===== config.mk =====
export PLATFORM = sky130hd
export DESIGN_NAME = ascii_scan_telegram_parser
export DESIGN_NICKNAME = d
export VERILOG_FILES = /design/src/atp_pkg.sv /design/src/atp_parser.sv /design/src/atp_out_fifo.sv /design/src/ascii_scan_telegram_parser.sv
export SDC_FILE = /design/constraint.sdc
export NUM_CORES = 2
export LEC_CHECK = 0
export ABC_AREA = 1
export BUFFER_PORTS_ARGS = -buffer_cell sky130_fd_sc_hd__buf_4
export CAP_MARGIN = 20
export CORE_MARGIN = 3
export CORE_UTILIZATION = 43
export DETAILED_ROUTE_END_ITERATION = 8
export PLACE_DENSITY = 0.56
export SLEW_MARGIN = 20
export SYNTH_ARGS = -nofsm -noshare
export SYNTH_HDL_FRONTEND = slang
export SYNTH_SLANG_ARGS = --single-unit

===== constraint.sdc =====
create_clock -name clk -period 25.4 [get_ports clk]
set_input_delay 6.35 -clock clk [delete_from_list [all_inputs] [get_ports clk]]
set_output_delay 6.35 -clock clk [all_outputs]
set_load 0.05 [all_outputs]

===== src/atp_pkg.sv =====
// ----------------------------------------------------------------------------
// ASCII scan telegram parser package
// Shared types, byte codes, token positions and small lookup functions.
// ----------------------------------------------------------------------------
package atp_pkg;

	// Default width of the declared sample count and the streamed sample counter.
	localparam int ATP_COUNT_BITS = 16;
	// Default depth of the result queue (power of two, at least four).
	localparam int ATP_FIFO_DEPTH = 8;

	localparam int TOKEN_BITS = 17;

	// Byte codes.
	localparam logic [7:0] BYTE_STX   = 8'h02;
	localparam logic [7:0] BYTE_ETX   = 8'h03;
	localparam logic [7:0] BYTE_SPACE = 8'h20;

	// Token positions of the captured fields.
	localparam logic [TOKEN_BITS-1:0] TOK_UNIT_ID         = 17'd3;
	localparam logic [TOKEN_BITS-1:0] TOK_DEVICE_TIME     = 17'd10;
	localparam logic [TOKEN_BITS-1:0] TOK_SCAN_RATE       = 17'd16;
	localparam logic [TOKEN_BITS-1:0] TOK_OUT_CHANNEL     = 17'd19;
	localparam logic [TOKEN_BITS-1:0] TOK_SCALE           = 17'd21;
	localparam logic [TOKEN_BITS-1:0] TOK_FIRST_ANGLE     = 17'd23;
	localparam logic [TOKEN_BITS-1:0] TOK_ANGLE_INCREMENT = 17'd24;
	localparam logic [TOKEN_BITS-1:0] TOK_SAMPLE_COUNT    = 17'd25;
	localparam logic [TOKEN_BITS-1:0] TOK_FIRST_SAMPLE    = 17'd26;
	localparam logic [TOKEN_BITS-1:0] TOK_MIN_HEADER      = 17'd2;

	// Expected lengths of the command and subcommand tokens.
	localparam logic [3:0] LEN_CMD = 4'd3;
	localparam logic [3:0] LEN_SUB = 4'd11;

	typedef enum logic [1:0] {
		KIND_SAMPLE     = 2'd0,
		KIND_OK         = 2'd1,
		KIND_BAD_HEADER = 2'd2,
		KIND_SHORT      = 2'd3
	} kind_t;

	typedef struct packed {
		logic [31:0] angle_increment;
		logic [31:0] first_angle;
		logic [31:0] scale;
		logic [31:0] out_channel;
		logic [31:0] scan_rate;
		logic [31:0] device_time;
		logic [31:0] unit_id;
	} header_t;

	// Packed so that the lowest bits hold sample_index, matching the stream data layout.
	typedef struct packed {
		logic [31:0] largest_sample;
		logic [15:0] samples_declared;
		header_t     header;
		logic [31:0] sample_value;
		logic [15:0] sample_index;
	} result_data_t;

	typedef struct packed {
		kind_t        kind;
		result_data_t data;
	} result_t;

	// Returns the hex value of a character in the low four bits; bit 4 is set for a hex digit.
	function automatic logic [4:0] hex_decode(input logic [7:0] c);
		logic [4:0] r;
		r = 5'd0;
		if (c >= 8'h30 && c <= 8'h39) begin
			r = {1'b1, 4'(c - 8'h30)};
		end else if (c >= 8'h61 && c <= 8'h66) begin
			r = {1'b1, 4'(c - 8'h57)};
		end else if (c >= 8'h41 && c <= 8'h46) begin
			r = {1'b1, 4'(c - 8'h37)};
		end
		return r;
	endfunction

	// Expected character at a position of the command token ("sRA") or subcommand
	// token ("LMDscandata"); zero past the end of the text.
	function automatic logic [7:0] expected_char(input logic is_sub, input logic [3:0] pos);
		logic [7:0] r;
		r = 8'h00;
		if (!is_sub) begin
			case (pos)
				4'd0:    r = "s";
				4'd1:    r = "R";
				4'd2:    r = "A";
				default: r = 8'h00;
			endcase
		end else begin
			case (pos)
				4'd0:    r = "L";
				4'd1:    r = "M";
				4'd2:    r = "D";
				4'd3:    r = "s";
				4'd4:    r = "c";
				4'd5:    r = "a";
				4'd6:    r = "n";
				4'd7:    r = "d";
				4'd8:    r = "a";
				4'd9:    r = "t";
				4'd10:   r = "a";
				default: r = 8'h00;
			endcase
		end
		return r;
	endfunction

endpackage


===== src/atp_parser.sv =====
// ----------------------------------------------------------------------------
// Telegram parser stage
// Registers one byte, then updates the token and frame state and forms up to
// two results (a sample and a closing result) in the same cycle.
// ----------------------------------------------------------------------------
module atp_parser import atp_pkg::*; #(
	parameter int COUNT_BITS = ATP_COUNT_BITS
) (
	input  logic    clk,
	input  logic    arst_n,
	input  logic    in_valid,
	input  logic    [7:0] in_byte,
	output logic    busy,
	output logic    res0_valid,
	output result_t res0,
	output logic    res1_valid,
	output result_t res1
);

	logic                  valid_s1;
	logic [7:0]            byte_s1;

	logic                  inside_q,  inside_n;
	logic [TOKEN_BITS-1:0] tok_q,     tok_n;
	logic [3:0]            cit_q,     cit_n;
	logic                  has_q,     has_n;
	logic                  hstop_q,   hstop_n;
	logic [31:0]           acc_q,     acc_n;
	logic                  tmatch_q,  tmatch_n;
	logic                  hgood_q,   hgood_n;
	header_t               hdr_q,     hdr_n;
	logic [COUNT_BITS-1:0] cnt_q,     cnt_n;
	logic [COUNT_BITS-1:0] done_q,    done_n;
	logic [31:0]           max_q,     max_n;

	always_ff @(posedge clk or negedge arst_n) begin
		if (!arst_n) begin
			valid_s1 <= 1'b0;
		end else begin
			valid_s1 <= in_valid;
		end
	end

	always_ff @(posedge clk) begin
		if (in_valid) begin
			byte_s1 <= in_byte;
		end
	end

	assign busy = valid_s1;

	always_comb begin
		logic [4:0]  hex;
		logic [3:0]  exp_len;
		logic        is_sep;
		logic        emit;
		logic [31:0] done_ext;
		logic [31:0] cnt_ext;
		kind_t       close_kind;

		inside_n   = inside_q;
		tok_n      = tok_q;
		cit_n      = cit_q;
		has_n      = has_q;
		hstop_n    = hstop_q;
		acc_n      = acc_q;
		tmatch_n   = tmatch_q;
		hgood_n    = hgood_q;
		hdr_n      = hdr_q;
		cnt_n      = cnt_q;
		done_n     = done_q;
		max_n      = max_q;
		emit       = 1'b0;
		close_kind = KIND_OK;
		res1_valid = 1'b0;

		hex     = hex_decode(byte_s1);
		exp_len = (tok_q == '0) ? LEN_CMD : LEN_SUB;
		is_sep  = (byte_s1 == BYTE_SPACE) || (byte_s1 == BYTE_ETX);

		if (valid_s1) begin
			if (byte_s1 == BYTE_STX) begin
				inside_n = 1'b1;
				tok_n    = '0;
				hgood_n  = 1'b1;
				hdr_n    = '0;
				cnt_n    = '0;
				done_n   = '0;
				max_n    = '0;
				cit_n    = '0;
				has_n    = 1'b0;
				hstop_n  = 1'b0;
				acc_n    = '0;
				tmatch_n = 1'b1;
			end else if (inside_q && is_sep) begin
				if (has_q) begin
					if (tok_q <= TOKEN_BITS'(1) && (!tmatch_q || cit_q != exp_len)) begin
						hgood_n = 1'b0;
					end
					case (tok_q)
						TOK_UNIT_ID:         hdr_n.unit_id         = acc_q;
						TOK_DEVICE_TIME:     hdr_n.device_time     = acc_q;
						TOK_SCAN_RATE:       hdr_n.scan_rate       = acc_q;
						TOK_OUT_CHANNEL:     hdr_n.out_channel     = acc_q;
						TOK_SCALE:           hdr_n.scale           = acc_q;
						TOK_FIRST_ANGLE:     hdr_n.first_angle     = acc_q;
						TOK_ANGLE_INCREMENT: hdr_n.angle_increment = acc_q;
						TOK_SAMPLE_COUNT: begin
							if (|(acc_q >> COUNT_BITS)) begin
								cnt_n = '1;
							end else begin
								cnt_n = acc_q[COUNT_BITS-1:0];
							end
						end
						default: ;
					endcase
					if (tok_q >= TOK_FIRST_SAMPLE && hgood_n && done_q < cnt_q) begin
						emit = 1'b1;
						if (acc_q > max_q) begin
							max_n = acc_q;
						end
						done_n = done_q + 1'b1;
					end
					if (tok_q != '1) begin
						tok_n = tok_q + 1'b1;
					end
				end
				// A separator always leaves the token state as at the start of a token.
				cit_n    = '0;
				has_n    = 1'b0;
				hstop_n  = 1'b0;
				acc_n    = '0;
				tmatch_n = 1'b1;
				if (byte_s1 == BYTE_ETX) begin
					res1_valid = 1'b1;
					inside_n   = 1'b0;
					if (!hgood_n || tok_n < TOK_MIN_HEADER) begin
						close_kind = KIND_BAD_HEADER;
					end else if (tok_n < TOK_FIRST_SAMPLE || done_n < cnt_n) begin
						close_kind = KIND_SHORT;
					end else begin
						close_kind = KIND_OK;
					end
				end
			end else if (inside_q) begin
				if (tok_q <= TOKEN_BITS'(1)) begin
					if (cit_q >= exp_len
						|| expected_char(tok_q[0], cit_q) != byte_s1) begin
						tmatch_n = 1'b0;
					end
				end
				if (!hstop_q) begin
					if (!hex[4]) begin
						hstop_n = 1'b1;
					end else begin
						acc_n = {acc_q[27:0], hex[3:0]};
					end
				end
				if (cit_q != 4'hF) begin
					cit_n = cit_q + 1'b1;
				end
				has_n = 1'b1;
			end
		end

		cnt_ext  = 32'(cnt_n);
		done_ext = 32'(done_q);

		res0_valid                 = emit;
		res0.kind                  = KIND_SAMPLE;
		res0.data.largest_sample   = max_n;
		res0.data.samples_declared = cnt_ext[15:0];
		res0.data.header           = hdr_n;
		res0.data.sample_value     = acc_q;
		res0.data.sample_index     = done_ext[15:0];

		done_ext                   = 32'(done_n);
		res1.kind                  = close_kind;
		res1.data.largest_sample   = max_n;
		res1.data.samples_declared = cnt_ext[15:0];
		res1.data.header           = hdr_n;
		res1.data.sample_value     = '0;
		res1.data.sample_index     = done_ext[15:0];
	end

	always_ff @(posedge clk or negedge arst_n) begin
		if (!arst_n) begin
			inside_q <= 1'b0;
			tok_q    <= '0;
			cit_q    <= '0;
			has_q    <= 1'b0;
			hstop_q  <= 1'b0;
			acc_q    <= '0;
			tmatch_q <= 1'b1;
			hgood_q  <= 1'b1;
			hdr_q    <= '0;
			cnt_q    <= '0;
			done_q   <= '0;
			max_q    <= '0;
		end else begin
			inside_q <= inside_n;
			tok_q    <= tok_n;
			cit_q    <= cit_n;
			has_q    <= has_n;
			hstop_q  <= hstop_n;
			acc_q    <= acc_n;
			tmatch_q <= tmatch_n;
			hgood_q  <= hgood_n;
			hdr_q    <= hdr_n;
			cnt_q    <= cnt_n;
			done_q   <= done_n;
			max_q    <= max_n;
		end
	end

endmodule


===== src/atp_out_fifo.sv =====
// ----------------------------------------------------------------------------
// Result queue
// Register-based queue that takes up to two results per cycle and hands one
// result per transfer to the output stream.
// ----------------------------------------------------------------------------
module atp_out_fifo import atp_pkg::*; #(
	parameter int DEPTH = ATP_FIFO_DEPTH
) (
	input  logic    clk,
	input  logic    arst_n,
	input  logic    wr0_valid,
	input  result_t wr0_data,
	input  logic    wr1_valid,
	input  result_t wr1_data,
	input  logic    reserve,
	output logic    room,
	output logic    out_valid,
	output result_t out_data,
	input  logic    out_ready
);

	localparam int PW = $clog2(DEPTH);
	localparam int CW = $clog2(DEPTH + 1);

	result_t         mem [DEPTH];
	logic [PW-1:0]   wr_q;
	logic [PW-1:0]   rd_q;
	logic [CW-1:0]   count_q;
	logic            pop;
	logic [PW-1:0]   wr1_addr;
	logic [CW+1:0]   need;

	assign pop       = out_valid && out_ready;
	assign out_valid = (count_q != '0);
	assign out_data  = mem[rd_q];
	assign wr1_addr  = wr0_valid ? wr_q + 1'b1 : wr_q;

	// Space for two results from the byte now in the parser and two from the next one.
	assign need = (CW+2)'(count_q) + (reserve ? (CW+2)'(2) : (CW+2)'(0)) + (CW+2)'(2);
	assign room = (need <= (CW+2)'(DEPTH));

	always_ff @(posedge clk) begin
		if (wr0_valid) begin
			mem[wr_q] <= wr0_data;
		end
		if (wr1_valid) begin
			mem[wr1_addr] <= wr1_data;
		end
	end

	always_ff @(posedge clk or negedge arst_n) begin
		if (!arst_n) begin
			wr_q    <= '0;
			rd_q    <= '0;
			count_q <= '0;
		end else begin
			wr_q    <= wr_q + PW'(wr0_valid) + PW'(wr1_valid);
			rd_q    <= rd_q + PW'(pop);
			count_q <= count_q + CW'(wr0_valid) + CW'(wr1_valid) - CW'(pop);
		end
	end

endmodule


===== src/ascii_scan_telegram_parser.sv =====
// A byte that closes a token is registered in the parser, and its results are written into the result queue.
// Throughput: one byte per cycle while the output drains; a byte may yield two results.
// The rate is set by the parser stage and by the result queue's free space.
// Reset: arst_n clears all frame, token and queue state; the block waits for a start byte.
// ----------------------------------------------------------------------------
// ASCII scan telegram parser
// Parses scan-reply telegrams byte by byte and streams samples and a summary.
// ----------------------------------------------------------------------------
module ascii_scan_telegram_parser import atp_pkg::*; #(
	parameter int COUNT_BITS = ATP_COUNT_BITS,
	parameter int FIFO_DEPTH = ATP_FIFO_DEPTH
) (
	input  logic         clk,
	input  logic         arst_n,
	input  logic         s_tvalid,
	output logic         s_tready,
	input  logic [7:0]   s_tdata,   // [7:0] rx_byte
	output logic         m_tvalid,
	input  logic         m_tready,
	// [15:0] sample_index, [47:16] sample_value, [79:48] unit_id,
	// [111:80] device_time, [143:112] scan_rate, [175:144] out_channel,
	// [207:176] scale, [239:208] first_angle, [271:240] angle_increment,
	// [287:272] samples_declared, [319:288] largest_sample
	output logic [319:0] m_tdata,
	output logic [1:0]   m_tuser    // [1:0] kind
);

	// The input transfer loads the parser's byte register. In the next cycle the
	// parser updates its frame and token state and forms at most two results:
	// a sample, when a sample token closes, and a closing result at the end byte.
	// Both results go into the queue at the same clock edge, sample first.

	logic    parser_busy;
	logic    res0_valid;
	logic    res1_valid;
	result_t res0;
	result_t res1;
	result_t head;
	logic    room;

	// The block takes a byte only while the queue can absorb the results of the
	// byte in the parser and of the incoming byte, so no result is ever dropped.
	assign s_tready = room;

	atp_parser #(
		.COUNT_BITS (COUNT_BITS)
	) u_parser (
		.clk        (clk),
		.arst_n     (arst_n),
		.in_valid   (s_tvalid && s_tready),
		.in_byte    (s_tdata),
		.busy       (parser_busy),
		.res0_valid (res0_valid),
		.res0       (res0),
		.res1_valid (res1_valid),
		.res1       (res1)
	);

	atp_out_fifo #(
		.DEPTH (FIFO_DEPTH)
	) u_queue (
		.clk       (clk),
		.arst_n    (arst_n),
		.wr0_valid (res0_valid),
		.wr0_data  (res0),
		.wr1_valid (res1_valid),
		.wr1_data  (res1),
		.reserve   (parser_busy),
		.room      (room),
		.out_valid (m_tvalid),
		.out_data  (head),
		.out_ready (m_tready)
	);

	// The result's data fields are packed lowest first, exactly as the struct lays them out.
	assign m_tdata = head.data;
	assign m_tuser = head.kind;

endmodule


==> flow_metrics.tcl <==
set metrics [dict create \
    maxSlewViolCount 0 \
    period_needed_ns 12.44 \
    cts_buffers 324 \
    cp.arrival_ns 6.09 \
    cts_tree "yes" \
    r2r_slack_ns 17.64 \
    seqPwrFrac 0.331 \
    dr.pass1.iters 6 \
    slew_headroom 0.196 \
    grt_start_max_net_pins 252 \
    rr_worst_depth 12 \
    min_from "u_queue.mem[3][24]" \
    hold_end "u_queue.mem[3][24]" \
    fin_hold_ws_ns 0.457 \
    p_comb_frac 0.370 \
    grt_usage 0.285 \
    gp_routability_congestion 0.889 \
    ys_ff_latch 2941 \
    routed_wl_um 464000 \
    p_leak_nw 50.0 \
    drt_iter0_markers 12753 \
    grt_pass1_wl_um 675000 \
    antenna_found_initial 20 \
    grt.overflow.total 0 \
    cts_setup_buffers 0 \
    holdPathStages 2 \
    rsz0062_at_grt "no" \
    final_cell_area_um2 149000 \
    r2r-end "u_queue.mem[3][231]" \
    grt_pass1_vias 101024 \
    p_sw_frac 0.415 \
    drive_gt1_frac 0.0773 \
    ant_nets 0 \
    cts_resized 0 \
    num_vias 105427 \
    ys_seq_area_frac 0.632 \
    dpl.hpwl_um 238000 \
    cts_root_buf "clkbuf_16" \
    setup_viol 0 \
    fin_crit_sh 0.490 \
    die_area_um2 316000 \
    endpoint_kind "output port" \
    tns_ns 0 \
    synth_area_um2 133000 \
    vdd_drop_max_v 0.000104 \
    internal-power_w 0.00921 \
    fin_nets 13978 \
    boundaryPins 336 \
    fin_util 0.486 \
    path_clk_slew_ns 0.05 \
    cap_violations 0 \
    critPathKind "flop to output port" \
    power_density_nw_per_um2 106 \
    hold_path_class "flop to flop" \
    num_rows 203 \
    avgSynthCellArea_um2 9.46 \
    synth-warning-count 0 \
    syn_nets 14155 \
    p_sw_w 0.00653 \
    cts_sinks 2941 \
    portBuffers 335 \
    hold_viol_final 0 \
    finalClockSkew_ns 0.0662 \
    outcome "complete, no violations" \
    tightest_slew_ns 1.21 \
    wl_per_cell_um 25.4 \
    max_freq_mhz 80.4 \
    start_util 0.433 \
    clkPwrFrac 0.300 \
    area_delta_synth_final_pct 12.1 \
    crit_fanout 108 \
    synth_edf_count 2328 \
    placed_cell_area_um2 138000 \
    required_ns 19.05 \
    synth_cell_types 54 \
    postCtsHoldBufs 0 \
    via_per_inst 5.77 \
    fp.dieH_um 562 \
    synth_flop_cell "edfxtp_1" \
    drc 0 \
    netlist_instances 14049 \
    cp-start-kind "flop" \
    clk-insertion-delay-late_ns 0.95 \
    async_flop_share 0.121 \
    fp.dieW_um 562 \
    regToRegStartpoint "u_parser.busy" \
    core_um2 307000 \
    h-tree-depth 5 \
    clockBufferDepth 4 \
]
## metrics by stage
step	total power, W	setup WS [ns]	cells
after detailed placement	0.0111	13.75	17641
after floorplan	0.00903	14.48	14049
after global routing	0.0164	12.74	18251
after CTS	0.0158	12.76	18245
after global placement	0.0111	13.79	17638
final	0.0157	12.96	18285
## power by group through the flow
stage          clock (W)  sequential (W)  combinational, W
2_1_floorplan          0         0.00526           0.00377
6_report         0.00471         0.00521           0.00582
3_3_place_gp           0         0.00531           0.00575
4_1_cts          0.00478         0.00521           0.00580
3_5_place_dp           0         0.00531           0.00578
5_1_grt          0.00497         0.00521           0.00618
## worst max path at each step
stage                             start                 to  slack, ns
finish                  u_queue.rd_q[0]       m_tdata[249]      12.96
global route            u_queue.rd_q[0]       m_tdata[249]      12.74
CTS                     u_queue.rd_q[0]       m_tdata[249]      12.76
detailed placement      u_queue.rd_q[0]       m_tdata[249]      13.75
global placement        u_queue.rd_q[0]       m_tdata[251]      13.79
floorplan           u_parser.byte_s1[0]  u_queue.mem[1][0]      14.48
## metal layers
layer	wire, um	part of all wire	up-vias	global-route usage
li1	-	-	47064	-
met1	190000	0.41	52302	0.392
met2	214000	0.46	5243	0.457
met3	41700	0.090	810	0.0427
met4	17400	0.038	8	0.106
met5	52	0.00011	-	0
## synth_stat cells, types with 28 or more instances
library cell | number | area, um^2
nand2_1 | 1177 | 4420
buf_1 | 58 | 218
dfxtp_1 | 256 | 5120
o211ai_1 | 142 | 1070
dfrtp_1 | 355 | 8880
a31oi_1 | 324 | 2030
o21ai_1 | 52 | 260
xor2_1 | 28 | 245
buf_2 | 235 | 1180
ha_1 | 91 | 1140
o22ai_1 | 368 | 2300
inv_2 | 30 | 113
nand4_1 | 53 | 332
edfxtp_1 | 2328 | 69900
inv_1 | 960 | 3600
a21oi_1 | 400 | 2000
nor2_1 | 4401 | 16500
clkbuf_1 | 728 | 2730
o21ai_0 | 1814 | 9080
nand3_1 | 102 | 510
## cell usage in the layout, fill, tap and decap left out, types with 28 or more instances in the layout
master and instances:
buf_4 509, nand2_1 1172, diode_2 35, o22ai_1 368, o211ai_1 142, edfxtp_1 2328
xor2_1 28, ha_1 91, a21oi_1 400, o21ai_0 1814, nand3_1 95, a31oi_1 323
clkbuf_16 327, clkinv_2 48, clkbuf_1 94, o21ai_1 49, nor2_1 4398, clkinv_1 51
inv_1 958, nand4_1 53, dfrtp_1 352, clkbuf_8 31, dfxtp_1 256
## area by class of cell
cell class	instances	area [um^2]
fill	28489	158000
sequential	2941	84000
multi-input combinational	9070	41000
clock buffer	454	8980
tap	4100	5130
timing repair buffer	536	4360
inverter	999	3840
clock inverter	150	1560
antenna	35	87.6
## critical path: stages, from the launching register on
cell	delay (ns)
dfrtp_4	0.71
buf_4	0.64
buf_4	0.83
buf_4	0.89
buf_6	0.74
o21ai_0	0.20
o22ai_1	0.20
nor2_1	0.06
a31oi_1	0.31
buf_4	0.27
## state kept, by name, indices dropped and copies added (netlist names), 8 cells and up
signal,count
u_queue.mem,2576
u_parser.done_q,16
u_parser.acc_q,32
u_parser.byte_s1,8
u_parser.cnt_q,16
u_parser.hdr_q,224
u_parser.max_q,32
u_parser.tok_q,17
## cell families after synthesis
group / count (synthesis) / share of synthesized area
simple gates: 5796 / 0.167
compound gates: 3151 / 0.129
flops: 2941 / 0.632
buf+inv: 2038 / 0.0606
fa+ha+maj: 94 / 0.00902
xor+xnor: 29 / 0.00191
Note: power is estimated with default switching activity, not from simulation.
